## src/rtl/core/thc_pkg.sv

```systemverilog
// ----------------------------------------------------------------------------
// Tilt-compensated heading package
// Shared widths, fixed-point constants, arctangent table and the data that
// travels between the CORDIC and divider cells.
// ----------------------------------------------------------------------------
package thc_pkg;

   // Angle format and number of CORDIC iterations.
   localparam int ANGLE_FRAC_BITS = 8;
   localparam int CORDIC_STEPS    = 16;

   // Port field widths.
   localparam int MAG_W  = 16;
   localparam int TILT_W = 17;
   localparam int HEAD_W = 17;

   // Negated tilt, then the angle after reduction into one half turn.
   localparam int ANG_W = TILT_W + 1;
   localparam int RED_W = (ANGLE_FRAC_BITS + 11 > ANG_W) ? ANGLE_FRAC_BITS + 11 : ANG_W + 1;

   // Datapath widths.
   localparam int Z_W    = 64;                  // angle in 1e-16 degree
   localparam int PP_W   = RED_W + 32;          // angle times one part of the unit
   localparam int SPLIT  = 24;                  // split point of the unit constant
   localparam int TRIG_W = 32;                  // Q30 cosine and sine
   localparam int PROD_W = MAG_W + TRIG_W;      // field times Q30
   localparam int TERM_W = TRIG_W + 1;          // product after the first shift
   localparam int QP_W   = TERM_W + TRIG_W;     // triple product
   localparam int XH_W   = PROD_W + 1;          // horizontal field components
   localparam int V_W    = XH_W + 3;            // vectoring datapath
   localparam int QUO_W  = ANGLE_FRAC_BITS + 10;  // rounded angle magnitude
   localparam int SQ_W   = QUO_W + 2;           // signed heading before clamp
   localparam int STG_W  = $clog2((QUO_W > 24) ? QUO_W : 24);

   // Fixed-point constants.
   localparam logic signed [Z_W-1:0] ANG_ONE_DEG = 64'sd10000000000000000;
   localparam logic signed [Z_W-1:0] ANG_UNIT    = ANG_ONE_DEG >>> ANGLE_FRAC_BITS;
   localparam logic signed [31:0] UNIT_HI = 32'(ANG_UNIT >>> SPLIT);
   localparam logic signed [31:0] UNIT_LO = 32'(ANG_UNIT & ((64'sd1 <<< SPLIT) - 64'sd1));
   localparam logic signed [Z_W-1:0] HALF_TURN_Z = 64'sd180 * ANG_ONE_DEG;
   localparam logic signed [TRIG_W-1:0] INV_GAIN_Q30 = 32'sd652032874;

   // Division by the angle unit, which is 2^(16-ANGLE_FRAC_BITS) times 5^16.
   // The quotient is estimated from numerator bits 30 to 61 by a
   // reciprocal multiplication and is then at most one too small.
   localparam int                RCP_PRE    = 30;
   localparam int                RCP_SH     = 54 - ANGLE_FRAC_BITS;
   localparam int                DIV_PRE_SH = 16 - ANGLE_FRAC_BITS;
   localparam logic [31:0]       RCP_MUL    = 32'd1934281311;      // floor(2^68 / 5^16)
   localparam logic [Z_W-1:0]    DIV_ODD    = 64'd152587890625;    // 5^16

   localparam logic signed [RED_W-1:0] FULL_TURN    = RED_W'(360 * (2 ** ANGLE_FRAC_BITS));
   localparam logic signed [RED_W-1:0] HALF_TURN    = RED_W'(180 * (2 ** ANGLE_FRAC_BITS));
   localparam logic signed [RED_W-1:0] QUARTER_TURN = RED_W'(90 * (2 ** ANGLE_FRAC_BITS));

   localparam logic signed [SQ_W-1:0] HEAD_HALF = SQ_W'(180 * (2 ** ANGLE_FRAC_BITS));
   localparam logic signed [SQ_W-1:0] HEAD_TOP  = SQ_W'(360 * (2 ** ANGLE_FRAC_BITS));
   localparam logic signed [SQ_W-1:0] HEAD_MAX  = SQ_W'((2 ** HEAD_W) - 1);

   // Magnetometer sample carried along the pipeline.
   typedef struct packed {
      logic signed [MAG_W-1:0] mx;
      logic signed [MAG_W-1:0] my;
      logic signed [MAG_W-1:0] mz;
   } mag_type;

   // Reduced tilt angle and the flag that negates its cosine and sine.
   typedef struct packed {
      logic                    neg;
      logic signed [RED_W-1:0] ang;
   } red_type;

   // Rotation cell data.
   typedef struct packed {
      logic                     vld;
      logic                     neg;
      logic signed [TRIG_W-1:0] x;
      logic signed [TRIG_W-1:0] y;
      logic signed [Z_W-1:0]    z;
   } rot_type;

   // Vectoring cell data.
   typedef struct packed {
      logic                  vld;
      logic                  hold;
      logic signed [V_W-1:0] x;
      logic signed [V_W-1:0] y;
      logic signed [Z_W-1:0] z;
   } vec_type;

   // Divider data: sign, numerator or remainder, and quotient.
   typedef struct packed {
      logic             vld;
      logic             neg;
      logic [Z_W-1:0]   num;
      logic [QUO_W-1:0] quo;
   } div_type;

   // atan(2^-i) in units of 1e-16 degree.
   function automatic logic signed [Z_W-1:0] atan_val(input logic [STG_W-1:0] i);
      logic signed [Z_W-1:0] v;
      case (i)
         0:  v = 64'sd450000000000000000;
         1:  v = 64'sd265650511770779893;
         2:  v = 64'sd140362434679264774;
         3:  v = 64'sd71250163489017975;
         4:  v = 64'sd35763343749973511;
         5:  v = 64'sd17899106082460693;
         6:  v = 64'sd8951737102110744;
         7:  v = 64'sd4476141708605531;
         8:  v = 64'sd2238105003685381;
         9:  v = 64'sd1119056770662069;
         10: v = 64'sd559528918938037;
         11: v = 64'sd279764526170037;
         12: v = 64'sd139882271422650;
         13: v = 64'sd69941136753529;
         14: v = 64'sd34970568507040;
         15: v = 64'sd17485284269805;
         16: v = 64'sd8742642136938;
         17: v = 64'sd4371321068723;
         18: v = 64'sd2185660534393;
         19: v = 64'sd1092830267201;
         20: v = 64'sd546415133601;
         21: v = 64'sd273207566800;
         22: v = 64'sd136603783400;
         23: v = 64'sd68301891700;
         default: v = '0;
      endcase
      return v;
   endfunction

endpackage

```

## src/rtl/core/thc_rot_cell.sv

```systemverilog
// ----------------------------------------------------------------------------
// Rotation CORDIC cell
// One registered micro-rotation that drives the residual angle toward zero.
// ----------------------------------------------------------------------------
module thc_rot_cell (
   input  logic                      clock,
   input  logic                      reset,
   input  logic [thc_pkg::STG_W-1:0] stage,
   input  thc_pkg::rot_type          cell_in,
   output thc_pkg::rot_type          cell_out
);
   import thc_pkg::*;

   rot_type step_ff;
   rot_type step_in;
   logic signed [TRIG_W-1:0] xs;
   logic signed [TRIG_W-1:0] ys;

   // Rotate toward the remaining angle.
   always_comb begin
      xs = $signed(cell_in.x) >>> stage;
      ys = $signed(cell_in.y) >>> stage;
      step_in = cell_in;
      if ($signed(cell_in.z) >= 0) begin
         step_in.x = cell_in.x - ys;
         step_in.y = cell_in.y + xs;
         step_in.z = cell_in.z - atan_val(stage);
      end else begin
         step_in.x = cell_in.x + ys;
         step_in.y = cell_in.y - xs;
         step_in.z = cell_in.z + atan_val(stage);
      end
   end

   // Stage register; reset clears the valid flag only.
   always_ff @(posedge clock) begin
      if (reset) begin
         step_ff.vld <= 1'b0;
      end else begin
         step_ff <= step_in;
      end
   end

   assign cell_out = step_ff;

endmodule

```

## config.mk

```make
export PLATFORM = sky130hd
export DESIGN_NAME = thc_rot_cell
export DESIGN_NICKNAME = d
export VERILOG_FILES = /design/src/rtl/core/thc_pkg.sv /design/src/rtl/core/thc_rot_cell.sv
export SDC_FILE = /design/constraint.sdc
export NUM_CORES = 1
export LEC_CHECK = 0
export BUFFER_PORTS_ARGS = -buffer_cell sky130_fd_sc_hd__buf_4
export CAP_MARGIN = 20
export CORE_MARGIN = 5
export CORE_UTILIZATION = 60
export CTS_BUF_LIST = sky130_fd_sc_hd__clkbuf_16
export DETAILED_ROUTE_END_ITERATION = 8
export PLACE_DENSITY = 0.83
export SLEW_MARGIN = 20
export SYNTH_ARGS = -nofsm -noshare
export SYNTH_HDL_FRONTEND = slang
export SYNTH_SLANG_ARGS = --single-unit
```

## constraint.sdc

```tcl
create_clock -name clock -period 13.5 [get_ports clock]
set_input_delay 0.675 -clock clock [delete_from_list [all_inputs] [get_ports clock]]
set_output_delay 0.675 -clock clock [all_outputs]
set_load 0.01 [all_outputs]
```

# --- Word level (Yosys, flattened, before mapping) ---
# Memories as Yosys holds them, arrays and structs flattened.
# Cells that the tools add are included.
word_totals:
  reg_bits: 130
  rom_bits: 3776
  wordCells: 19
  mem_count: 2
classes:
  add_sub_neg: 6
  magnitude_cmp: 1
  n_shift: 2
  mux: 3
mem_list:
  columns: ["memory", "depth", "word_bits", "read_ports", "rd_ports_with_merged_regs", "write_ports", "line_no", "rtl"]
  rows:
  - ["(name not given)", 32, 59, 1, 0, 0, "thc_pkg.sv:102", "case (i)"]
  - ["(name not given)", 32, 59, 1, 0, 0, "thc_pkg.sv:102", null]
op_table:
  columns: ["op", "n"]
  rows:
  - ["128-bit two-way mux", 1]
  - ["64-bit two-way mux", 2]
  - ["32-bit adder", 2]
  - ["64-bit adder", 1]
  - ["64-bit by 1-bit greater-or-equal comparator with 1-bit output, second input constant", 1]
  - ["32-bit by 5-bit >>> shifter with 32-bit output", 2]
  - ["32-bit subtractor", 2]
  - ["64-bit subtractor", 1]

# --- Depth between registers and ports, before layout ---
logic_depth:
  depth_word: 4
  mapped_depth: 29
  mapped_depth_nobuf: 22

# --- Worst setup path after synthesis ---
# Ideal clock, no wire load.
synth_path:
  path_kind: "input-to-reg"
  from: "input stage[1] (netlist name)"
  to: "register step_ff (netlist bit cell_out[60]) (data pin)"
  setup_time_ps: 158
  t_arrival_ps: 6791
  t_required_ps: 13342
  path_slack_ps: 6551
  cell_stages: 27
  path_cell_list: "buf_4 inv_2 buf_1 buf_2 clkbuf_1 ha_1 clkbuf_1 and3b_1 a31oi_1 a2bb2oi_1 nand3_1 nor3_1 nand3_1 o21ai_0 xnor2_1 ha_1 clkbuf_1 nand4_1 or3_1 nor3_1 a2111o_1 and2_1 clkbuf_1 o211a_1 o211ai_1 a2111o_1 o211ai_1"
synth_rtl:
  columns: ["item", "line_no", "rtl"]
  rows:
  - ["start, declared", "thc_rot_cell.sv:8", "input logic [thc_pkg::STG_W-1:0] stage,"]
  - ["end signal, assigned", "thc_rot_cell.sv:40", "step_ff <= step_in;"]
  - ["end, declared", "thc_rot_cell.sv:14", "rot_type step_ff;"]

==> run summary <==
outcome -> complete, no violations
Critical Path, Cell by Cell -> buf_4 -> inv_2 -> buf_4 -> ha_1 -> nor2b_1 -> o21ai_0 -> a2bb2oi_1 -> nand3_1 -> nor3_1 -> nand3_1 -> o21ai_0 -> nand2_1 -> xnor2_1 -> ha_1 -> nand4_1 -> or3_1 -> nor3_1 -> a2111o_1 -> and2_1 -> o211a_1 -> o211ai_1 -> a2111o_1 -> o211ai_1
I/O pin count -> 267
share of cells above drive strength 1 -> 19.5%
most common cell after layout, fill and taps aside -> buf_4
Crit path arrival time -> 7.86 ns
Rel. slew slack -> 28.1%
Clock power frac -> 18.6%
CP Max Fanout -> 41
final cell count without fillers -> 2826
vias in the first global route -> 19900
Via density -> 7.18
# rows -> 65
worst-margin pin slew -> 1.08 ns
clock root buffer -> clkbuf_16
GR Overflow Total -> 0
Starting Density -> 61.0%
peak supply drop -> 104 uV
Slew Viols, Final -> 0
IO Port Bufs -> 266
Post-synth EDFFs -> 129
CP endpoint kind -> flop
Internal Pwr Total -> 1470 uW
Hold WC Path Type -> in2reg
Netlist cell types -> 93
Ys Warns -> 0
Initial DRC Count -> 2717
Core Util, Final -> 69.1%
Hold Path Cell Cnt -> 1
critical path required time -> 13.81 ns
DRT antenna net count -> 0
hold buffer count at CTS -> 0
first-pass GRT wire length -> 112 mm
syn_nets -> 2541
PD cells -> 114 nW/um^2
MaxCap Viol Count -> 0
H-tree Lvls -> 4
Final setup viols -> 0
Switching Share -> 41.4%
Area Growth Syn to Fin -> 13.3%
CTS tree -> yes
largest net degree at the start of global routing -> 83
Synth Instances -> 2261
Mean Syn Cell Area -> 8.54 um^2
Netlist Area Pre-Place -> 19300 um^2
final-stage net count -> 2692
Crit Path Class -> in2reg
postcts setup bufs -> 0
Switch Pwr -> 1030 uW
total power -> 2500 uW
Hold Startpoint -> cell_in[128]
DR DRC count -> 0
initial antenna violation count -> 0
RSZ-0062 raised after global routing -> no
Post-DP HPWL -> 54.5 mm
commonest non-fill, non-tap cells in the layout -> buf_4, nand2_1, a21oi_1
combinational share of power -> 56.0%
Post-CTS Resized -> 0
CTS buffer count -> 17
routed vias -> 20300
Max clock buf depth -> 2
Total GRT Usage -> 39.2%
flops & latches, synth -> 130
Die Ht -> 189 um
number of diodes -> 0
DP Cell Count -> 2795
Routed WL per cell -> 25.6 um
Final Hold Viols -> 0
fmax -> 132 MHz
Die ar. -> 35900 um^2
part of the power in registers -> 25.4%
Seq/Total Area, Yosys -> 20.2%
Tcrit/Tclk final -> 56.0%
ys flop type -> edfxtp_1
leakage -> 0.00886 uW
Worst-path clk slew -> 0.06 ns
Worst Hold End -> cell_out[128]
DR pass1 iterations -> 6
Clock Sink Count -> 130
worst hold slack -> 0.397 ns
Die X-Extent -> 189 um
gp weighted congestion -> 1.05
Tmin final -> 7.56 ns
critical path's slowest cell -> ha_1
critical path's largest stage delay -> 0.85 ns
final setup TNS -> 0 ns
Largest register FFs -> 130
CP startpoint kind -> primary input
Async S/R FF share, synth -> 0%
final wirelength -> 72.4 mm
core area -> 31600 um^2
## kinds of logic after synthesis
| group | share of synthesized area, % |
|---|---|
| compound gates | 25.4 |
| fa+ha+maj | 9.39 |
| xor+xnor | 10.2 |
| simple gates | 15.7 |
| buf+inv | 4.78 |
| mux | 14.4 |
| flops | 20.2 |
## metal layers
| metal | vias to the layer above | wire length, um | GRT usage, % |
|---|---|---|---|
| met4 | 0 | 4730 | 21.5 |
| met3 | 348 | 7920 | 8.76 |
| met5 | - | 0 | 0 |
| met2 | 1504 | 33700 | 65.0 |
| li1 | 8908 | - | - |
| met1 | 9517 | 26100 | 47.5 |
## cell type report
class | instances | area [um^2]
sequential | 130 | 3890
fill | 2528 | 9780
tap | 402 | 503
clock buffer | 17 | 425
multi-input combinational | 1915 | 14500
inverter | 60 | 228
timing repair buffer | 288 | 2170
clock inverter | 14 | 143
## worst max path at each step
stage | startpoint | endpoint | slack (ns) | cells past startpoint
after floorplan | stage[1] | cell_out[60] | 6.55 | 27
after global placement | stage[0] | cell_out[126] | 6.01 | 22
after detailed placement | stage[1] | cell_out[60] | 5.76 | 23
after CTS | stage[1] | cell_out[60] | 6.23 | 23
after global routing | stage[1] | cell_out[60] | 5.50 | 23
final | stage[1] | cell_out[60] | 5.94 | 23
## synth_stat cells, types with 25 or more instances
master	instances	share of area [%]
a21oi_1	188	4.9
edfxtp_1	129	20
a21o_1	58	2.3
inv_1	57	1.1
nand4_1	36	1.2
clkbuf_1	98	1.9
nand2_1	195	3.8
mux2_2	33	1.9
nand2b_1	35	1.1
xnor2_1	147	6.7
o22ai_1	26	0.84
ha_1	140	9.1
nor3_1	31	0.80
nor2_1	176	3.4
o21ai_0	154	4.0
a211oi_1	34	1.3
mux4_2	79	9.2
a31oi_1	25	0.81
mux2i_1	62	3.2
o21a_1	29	1.1
xor2_1	78	3.5
nand3_1	39	1.0
## worst max-delay path, delay by kind of cell
| family | cells | cell delay (ns) |
|---|---|---|
| simple gates | 9 | 2.51 |
| compound gates | 8 | 2.27 |
| fa+ha+maj | 2 | 1.25 |
| buf+inv | 3 | 0.99 |
| xor+xnor | 1 | 0.16 |
## stage by stage
| step | setup slack, ns | cell area, um^2 |
|---|---|---|
| after global placement | 6.01 | 21300 |
| after global routing | 5.50 | 21900 |
| after detailed placement | 5.76 | 21300 |
| final | 5.94 | 21900 |
| after floorplan | 6.55 | 19300 |
| after CTS | 6.23 | 21900 |
## power by group through the flow
| stage | clock [uW] | combinational (uW) | sequential (uW) |
|---|---|---|---|
| after global placement | 0 | 1330 | 639 |
| after global routing | 487 | 1500 | 646 |
| after detailed placement | 0 | 1360 | 642 |
| after CTS | 466 | 1370 | 636 |
| final | 464 | 1400 | 636 |
| after floorplan | 0 | 840 | 701 |
No activity file was read; power rests on OpenSTA's default activity.
