===== src/rtl/core/thc_pkg.sv =====
// ----------------------------------------------------------------------------
// Tilt-compensated heading package
// Shared widths, fixed-point constants, arctangent table and the data that
// travels between the CORDIC and divider cells.
// ----------------------------------------------------------------------------
package thc_pkg;

   // Angle format and number of CORDIC iterations.
   localparam int ANGLE_FRAC_BITS = 8;
   localparam int CORDIC_STEPS    = 16;

   // Port field widths.
   localparam int MAG_W  = 16;
   localparam int TILT_W = 17;
   localparam int HEAD_W = 17;

   // Negated tilt, then the angle after reduction into one half turn.
   localparam int ANG_W = TILT_W + 1;
   localparam int RED_W = (ANGLE_FRAC_BITS + 11 > ANG_W) ? ANGLE_FRAC_BITS + 11 : ANG_W + 1;

   // Datapath widths.
   localparam int Z_W    = 64;                  // angle in 1e-16 degree
   localparam int PP_W   = RED_W + 32;          // angle times one part of the unit
   localparam int SPLIT  = 24;                  // split point of the unit constant
   localparam int TRIG_W = 32;                  // Q30 cosine and sine
   localparam int PROD_W = MAG_W + TRIG_W;      // field times Q30
   localparam int TERM_W = TRIG_W + 1;          // product after the first shift
   localparam int QP_W   = TERM_W + TRIG_W;     // triple product
   localparam int XH_W   = PROD_W + 1;          // horizontal field components
   localparam int V_W    = XH_W + 3;            // vectoring datapath
   localparam int QUO_W  = ANGLE_FRAC_BITS + 10;  // rounded angle magnitude
   localparam int SQ_W   = QUO_W + 2;           // signed heading before clamp
   localparam int STG_W  = $clog2((QUO_W > 24) ? QUO_W : 24);

   // Fixed-point constants.
   localparam logic signed [Z_W-1:0] ANG_ONE_DEG = 64'sd10000000000000000;
   localparam logic signed [Z_W-1:0] ANG_UNIT    = ANG_ONE_DEG >>> ANGLE_FRAC_BITS;
   localparam logic signed [31:0] UNIT_HI = 32'(ANG_UNIT >>> SPLIT);
   localparam logic signed [31:0] UNIT_LO = 32'(ANG_UNIT & ((64'sd1 <<< SPLIT) - 64'sd1));
   localparam logic signed [Z_W-1:0] HALF_TURN_Z = 64'sd180 * ANG_ONE_DEG;
   localparam logic signed [TRIG_W-1:0] INV_GAIN_Q30 = 32'sd652032874;

   // Division by the angle unit, which is 2^(16-ANGLE_FRAC_BITS) times 5^16.
   // The quotient is estimated from numerator bits 30 to 61 by a
   // reciprocal multiplication and is then at most one too small.
   localparam int                RCP_PRE    = 30;
   localparam int                RCP_SH     = 54 - ANGLE_FRAC_BITS;
   localparam int                DIV_PRE_SH = 16 - ANGLE_FRAC_BITS;
   localparam logic [31:0]       RCP_MUL    = 32'd1934281311;      // floor(2^68 / 5^16)
   localparam logic [Z_W-1:0]    DIV_ODD    = 64'd152587890625;    // 5^16

   localparam logic signed [RED_W-1:0] FULL_TURN    = RED_W'(360 * (2 ** ANGLE_FRAC_BITS));
   localparam logic signed [RED_W-1:0] HALF_TURN    = RED_W'(180 * (2 ** ANGLE_FRAC_BITS));
   localparam logic signed [RED_W-1:0] QUARTER_TURN = RED_W'(90 * (2 ** ANGLE_FRAC_BITS));

   localparam logic signed [SQ_W-1:0] HEAD_HALF = SQ_W'(180 * (2 ** ANGLE_FRAC_BITS));
   localparam logic signed [SQ_W-1:0] HEAD_TOP  = SQ_W'(360 * (2 ** ANGLE_FRAC_BITS));
   localparam logic signed [SQ_W-1:0] HEAD_MAX  = SQ_W'((2 ** HEAD_W) - 1);

   // Magnetometer sample carried along the pipeline.
   typedef struct packed {
      logic signed [MAG_W-1:0] mx;
      logic signed [MAG_W-1:0] my;
      logic signed [MAG_W-1:0] mz;
   } mag_type;

   // Reduced tilt angle and the flag that negates its cosine and sine.
   typedef struct packed {
      logic                    neg;
      logic signed [RED_W-1:0] ang;
   } red_type;

   // Rotation cell data.
   typedef struct packed {
      logic                     vld;
      logic                     neg;
      logic signed [TRIG_W-1:0] x;
      logic signed [TRIG_W-1:0] y;
      logic signed [Z_W-1:0]    z;
   } rot_type;

   // Vectoring cell data.
   typedef struct packed {
      logic                  vld;
      logic                  hold;
      logic signed [V_W-1:0] x;
      logic signed [V_W-1:0] y;
      logic signed [Z_W-1:0] z;
   } vec_type;

   // Divider data: sign, numerator or remainder, and quotient.
   typedef struct packed {
      logic             vld;
      logic             neg;
      logic [Z_W-1:0]   num;
      logic [QUO_W-1:0] quo;
   } div_type;

   // atan(2^-i) in units of 1e-16 degree.
   function automatic logic signed [Z_W-1:0] atan_val(input logic [STG_W-1:0] i);
      logic signed [Z_W-1:0] v;
      case (i)
         0:  v = 64'sd450000000000000000;
         1:  v = 64'sd265650511770779893;
         2:  v = 64'sd140362434679264774;
         3:  v = 64'sd71250163489017975;
         4:  v = 64'sd35763343749973511;
         5:  v = 64'sd17899106082460693;
         6:  v = 64'sd8951737102110744;
         7:  v = 64'sd4476141708605531;
         8:  v = 64'sd2238105003685381;
         9:  v = 64'sd1119056770662069;
         10: v = 64'sd559528918938037;
         11: v = 64'sd279764526170037;
         12: v = 64'sd139882271422650;
         13: v = 64'sd69941136753529;
         14: v = 64'sd34970568507040;
         15: v = 64'sd17485284269805;
         16: v = 64'sd8742642136938;
         17: v = 64'sd4371321068723;
         18: v = 64'sd2185660534393;
         19: v = 64'sd1092830267201;
         20: v = 64'sd546415133601;
         21: v = 64'sd273207566800;
         22: v = 64'sd136603783400;
         23: v = 64'sd68301891700;
         default: v = '0;
      endcase
      return v;
   endfunction

endpackage


===== src/rtl/core/thc_div_cell.sv =====
// ----------------------------------------------------------------------------
// Divider cell
// Division by the angle unit in three registered steps: a reciprocal
// estimate, the back-multiplication and a one-step correction.
// ----------------------------------------------------------------------------
module thc_div_cell (
   input  logic             clock,
   input  logic             reset,
   input  thc_pkg::div_type cell_in,
   output thc_pkg::div_type cell_out
);
   import thc_pkg::*;

   // Step 1: numerator over the power of two and the reciprocal product.
   logic             e_vld_ff, e_vld_in;
   logic             e_neg_ff, e_neg_in;
   logic [Z_W-1:0]   e_num_ff, e_num_in;
   logic [Z_W-1:0]   e_prd_ff, e_prd_in;
   logic [31:0]      e_hi;

   // Step 2: estimated quotient and its product with the odd divisor.
   logic             m_vld_ff, m_vld_in;
   logic             m_neg_ff, m_neg_in;
   logic [Z_W-1:0]   m_num_ff, m_num_in;
   logic [QUO_W-1:0] m_quo_ff, m_quo_in;
   logic [Z_W-1:0]   m_back_ff, m_back_in;

   // Step 3: corrected quotient.
   div_type          step_ff;
   div_type          step_in;
   logic [Z_W-1:0]   rem;

   // The estimate is never too large and at most one too small.
   always_comb begin
      e_hi      = cell_in.num[RCP_PRE +: 32];
      e_vld_in  = cell_in.vld;
      e_neg_in  = cell_in.neg;
      e_num_in  = cell_in.num >> DIV_PRE_SH;
      e_prd_in  = Z_W'(e_hi) * Z_W'(RCP_MUL);

      m_vld_in  = e_vld_ff;
      m_neg_in  = e_neg_ff;
      m_num_in  = e_num_ff;
      m_quo_in  = QUO_W'(e_prd_ff >> RCP_SH);
      m_back_in = Z_W'(m_quo_in) * DIV_ODD;

      rem          = m_num_ff - m_back_ff;
      step_in.vld  = m_vld_ff;
      step_in.neg  = m_neg_ff;
      step_in.num  = rem;
      step_in.quo  = (rem >= DIV_ODD) ? m_quo_ff + QUO_W'(1) : m_quo_ff;
   end

   // Valid flags; reset clears them only.
   always_ff @(posedge clock) begin
      if (reset) begin
         e_vld_ff    <= 1'b0;
         m_vld_ff    <= 1'b0;
         step_ff.vld <= 1'b0;
      end else begin
         e_vld_ff    <= e_vld_in;
         m_vld_ff    <= m_vld_in;
         step_ff     <= step_in;
      end
   end

   // Payload registers.
   always_ff @(posedge clock) begin
      e_neg_ff  <= e_neg_in;
      e_num_ff  <= e_num_in;
      e_prd_ff  <= e_prd_in;
      m_neg_ff  <= m_neg_in;
      m_num_ff  <= m_num_in;
      m_quo_ff  <= m_quo_in;
      m_back_ff <= m_back_in;
   end

   assign cell_out = step_ff;

endmodule


===== config.mk =====
export PLATFORM = sky130hd
export DESIGN_NAME = thc_div_cell
export DESIGN_NICKNAME = d
export VERILOG_FILES = /design/src/rtl/core/thc_pkg.sv /design/src/rtl/core/thc_div_cell.sv
export SDC_FILE = /design/constraint.sdc
export NUM_CORES = 2
export LEC_CHECK = 0
export ABC_AREA = 1
export BUFFER_PORTS_ARGS = -buffer_cell sky130_fd_sc_hd__buf_4
export CAP_MARGIN = 10
export CORE_MARGIN = 1.5
export CORE_UTILIZATION = 25
export CTS_CLUSTER_SIZE = 12
export DETAILED_ROUTE_END_ITERATION = 8
export GPL_TIMING_DRIVEN = 0
export PLACE_DENSITY = 0.35
export SLEW_MARGIN = 40
export SYNTH_ARGS = -nofsm -noshare
export SYNTH_HDL_FRONTEND = slang
export SYNTH_SLANG_ARGS = --single-unit

===== constraint.sdc =====
create_clock -name clock -period 8.7 [get_ports clock]
set_input_delay 0.87 -clock clock [delete_from_list [all_inputs] [get_ports clock]]
set_output_delay 0.87 -clock clock [all_outputs]
set_load 0.01 [all_outputs]

Yosys cells after proc, flatten, opt, wreduce, memory -nomap -nowiden
Index checks and enable logic that the tools add are counted.
Word-level totals
  register bits: 336
  input bits: 86
  output and inout port bits: 84
  word-level logic and storage cells: 20
Operators by class
  add/subtract/negate cells: 2
  $mul: 2
  order comparisons: 1
  multiplexer cells: 1
Operator list (count)
  64-bit by 38-bit >= comparator with 1-bit output, second input constant: 1
  32-bit by 31-bit multiplier with 63-bit output, second input constant: 1
  56-bit by 56-bit subtractor with 57-bit output: 1
  17-bit by 38-bit multiplier with 55-bit output, second input constant: 1
  17-bit by 1-bit adder with 18-bit output, second input constant: 1
  17-bit 2-to-1 mux: 1

Longest topological paths before layout
  depth in word-level cells: 3
  mapped depth: 26
  depth with buffers taken out: 26

Least setup slack after synthesis
Ideal clock, no wire load.
  path kind: input to register
  start point: input cell_in[52] (netlist bit)
  end point: register e_prd_ff[59]
  setup time: 121 ps
  data arrival time: 6755 ps
  required time: 8579 ps
  slack: 1824 ps
  cell stages on the path: 25
  buffers on the path: 0
  cells stage by stage: inv_1 fa_1 inv_1 fa_1 inv_1 fa_1 fa_1 fa_1 fa_1 inv_1 fa_1 inv_1 fa_1 inv_1 ha_1 a21oi_1 o21a_1 inv_1 a21oi_1 o21ai_0 a311oi_1 nand2_1 nand2_1 nand3_1 xor2_1
On the way
  cells in the longest elaborated chain, start to end: 1
Ends and longest elaborated chain
  start, declared: line thc_div_cell.sv:9  | input thc_pkg::div_type cell_in,
  32-bit by 31-bit multiplier with 63-bit output: line thc_div_cell.sv:39  | e_prd_in = Z_W'(e_hi) * Z_W'(RCP_MUL);
  net e_prd_in[59]: line thc_div_cell.sv:18  | logic [Z_W-1:0] e_prd_ff, e_prd_in;
  end signal, assigned: line thc_div_cell.sv:71  | e_prd_ff <= e_prd_in;
  end, declared: line thc_div_cell.sv:18
The timed path passes the listed nets, and every way through them passes these cells.
A chain may end at the register's enable or synchronous reset.

Worst setup path in the final report
Ends and elaborated chain as after synthesis.

==> flow_summary.ini <==
[run_status]
status = finished, final reports clean

[sta]
fmax_ghz = 0.134
worst_pin_slew_ps = 862
rsz0062_at_grt = no
skew_ps = 20.9
fin_crit_sh_pct = 85.8
hold_ws_ps = 321
drv_slew = 0
finalHoldViolCount = 0
min_period_ps = 7460
slew_headroom_pct = 42.5
tns_ps = 0
setup_viol = 0

[synth]
ys_top_cells_by_area = fa_1 31%, ha_1 19%, inv_1 13%, dfxtp_1 10%, nand2_1 6.9%
syn_avg_cell_area_um2 = 8.56
synth_edf_count = 76
syn_inst = 4594
ys_types = 48
yosys_register_bits = 276
ys_async_sr_fraction_pct = 0
yosysTopAreaCell = fa_1
yosysSeqAreaShare_pct = 16.0
synth_flop_cell = dfxtp_1
synth_nets = 5880
syn_area_mm2 = 0.0393
ys_warn_count = 0
synth_top_area_share_pct = 31.2

[routing]
drtIter0Drc = 1312
routed.top_layer = met4
vias_per_cell = 4.24
routedWlPerCell_um = 20.4
dr.pass1.iters = 5
dr_wl_met2_um = 69000
wl_um = 140000
antenna_left = 0
vias = 29000
dr_wl_met3_um = 4540
drc = 0
wl_met1_um = 61700

[global_route]
antenna_found_initial = 11
overflow = 0
grt_pass1_wl_um = 205000
grt_usage_pct = 17.7
grt_pass1_vias = 31400
grt_max_degree = 44

[min_path]
hp-class = reg2reg

[place]
dp_hpwl_um = 126000
port_buffers = 143
place_congestion = 0.892

[die]
initial_core_util_pct = 25.2
die_area_mm2 = 0.160
die_w_um = 400
die_height_um = 400
core-area_mm2 = 0.156
row_count = 145
pin_count = 170

[cts]
cts_resized = 0
cts.sinks = 276
clk_pin_slew_ps = 60
postCtsSetupRepairBufs = 0
clock_path_buffers = 3
clk_latency_ps = 570
numCtsBuffers = 34
cts-root-buf = clkbuf_16
cts_max_level = 2
cts_hold_buffers = 0
cts_tree = built

[worst_setup_path]
worstPathArrival_ps = 7920
slowest_delay_ps = 620
crit_path_max_fanout = 7
end_kind = flip-flop
path_class = in2reg
critPathMostFrequentCell = fa_1
cp-start-kind = input port
critPathRequiredTime_ps = 9160
critPathSlowestCell = fa_1

[final_layout]
nNetsFinal = 6060
syn_to_final_growth_pct = 12.3
drive_above_1_share_pct = 5.34

[run]
cap_violations = 0
[registers in the layout, summed over array words and instances (netlist names)]
name and flops:
cell_out 77, e_neg_ff 1, e_num_ff 55, e_prd_ff 18, e_vld_ff 1, m_back_ff 49
m_neg_ff 1, m_num_ff 56, m_quo_ff 17, m_vld_ff 1
[layout make-up]
type                    count  area (um^2)
diodes                      2         5.00
plain buffers              11         80.1
clock buffers              48          975
clock inverters            12          168
fillers                 17100       112000
inverters                1363         5120
multi-input cells        2944        27800
flip-flops and latches    276         6290
well taps                2058         2570
repair buffers            144         1100
[logic make-up after synthesis]
logic type	count (synthesis)	synth area share, %
buffers and inverters	1374	13.2
AND/OR/NAND/NOR	1259	13.3
adder cells (fa/ha/maj)	1200	49.9
AO/OA/AOI/OAI	390	5.46
flip-flops	276	16.0
XOR/XNOR	95	2.12
[cell usage after synthesis, types with 8 or more instances]
master	n
a21oi_1	206
a31oi_1	34
buf_4	8
dfxtp_1	200
edfxtp_1	76
fa_1	613
ha_1	587
inv_1	1355
inv_2	8
nand2_1	722
nand3_1	123
nand3_2	8
nand3b_1	12
nand4_1	36
nor2_1	277
nor2_2	11
nor3_1	38
nor4_1	11
o211ai_1	10
o21a_1	14
o21ai_0	93
xnor2_1	29
xor2_1	66
[cells in the final DEF (no fill, tap or decap), drive strengths merged, types with 95 or more instances in the layout]
cell type / instances
a21oi: 206
buf: 154
dfxtp: 200
fa: 613
ha: 587
inv: 1363
nand2: 729
nand3: 131
nor2: 289
o21ai: 95
[critical path: cells and delay by family]
kind	cells	cell delay [ps]
XOR/XNOR	1	150
buffers and inverters	8	770
AND/OR/NAND/NOR	3	360
AO/OA/AOI/OAI	5	870
adder cells (fa/ha/maj)	9	4870
[path summary, 6_finish.rpt]
check                                   from            end  slack, ps  cells past startpoint
worst min-delay path            e_num_ff[13]   m_num_ff[13]        320                      0
worst min register to register  e_num_ff[13]   m_num_ff[13]        320                      0
worst max register to register  e_prd_ff[60]  m_back_ff[53]       1680                     20
worst max-delay path             cell_in[52]   e_prd_ff[59]       1240                     26
[stage by stage]
stage	setup WS, ps	instance area [um^2]	util, %	instances
2_1_floorplan	1820	39300	-	4594
3_3_place_gp	618	43000	27.5	6795
3_5_place_dp	577	43000	27.5	6796
4_1_cts	1170	44200	28.3	6856
5_1_grt	878	44200	28.3	6856
6_report	1240	44200	28.3	6858
[routing by layer]
metal,global-route usage (%),vias to the layer above
met5,0,-
met4,5.45,0
met3,1.74,128
met2,31.4,503
met1,22.6,14100
li1,-,14300
Power is left out: the tool's default activity adds up to more than one toggle a clock period on the data nets, which glitch-free logic cannot reach.
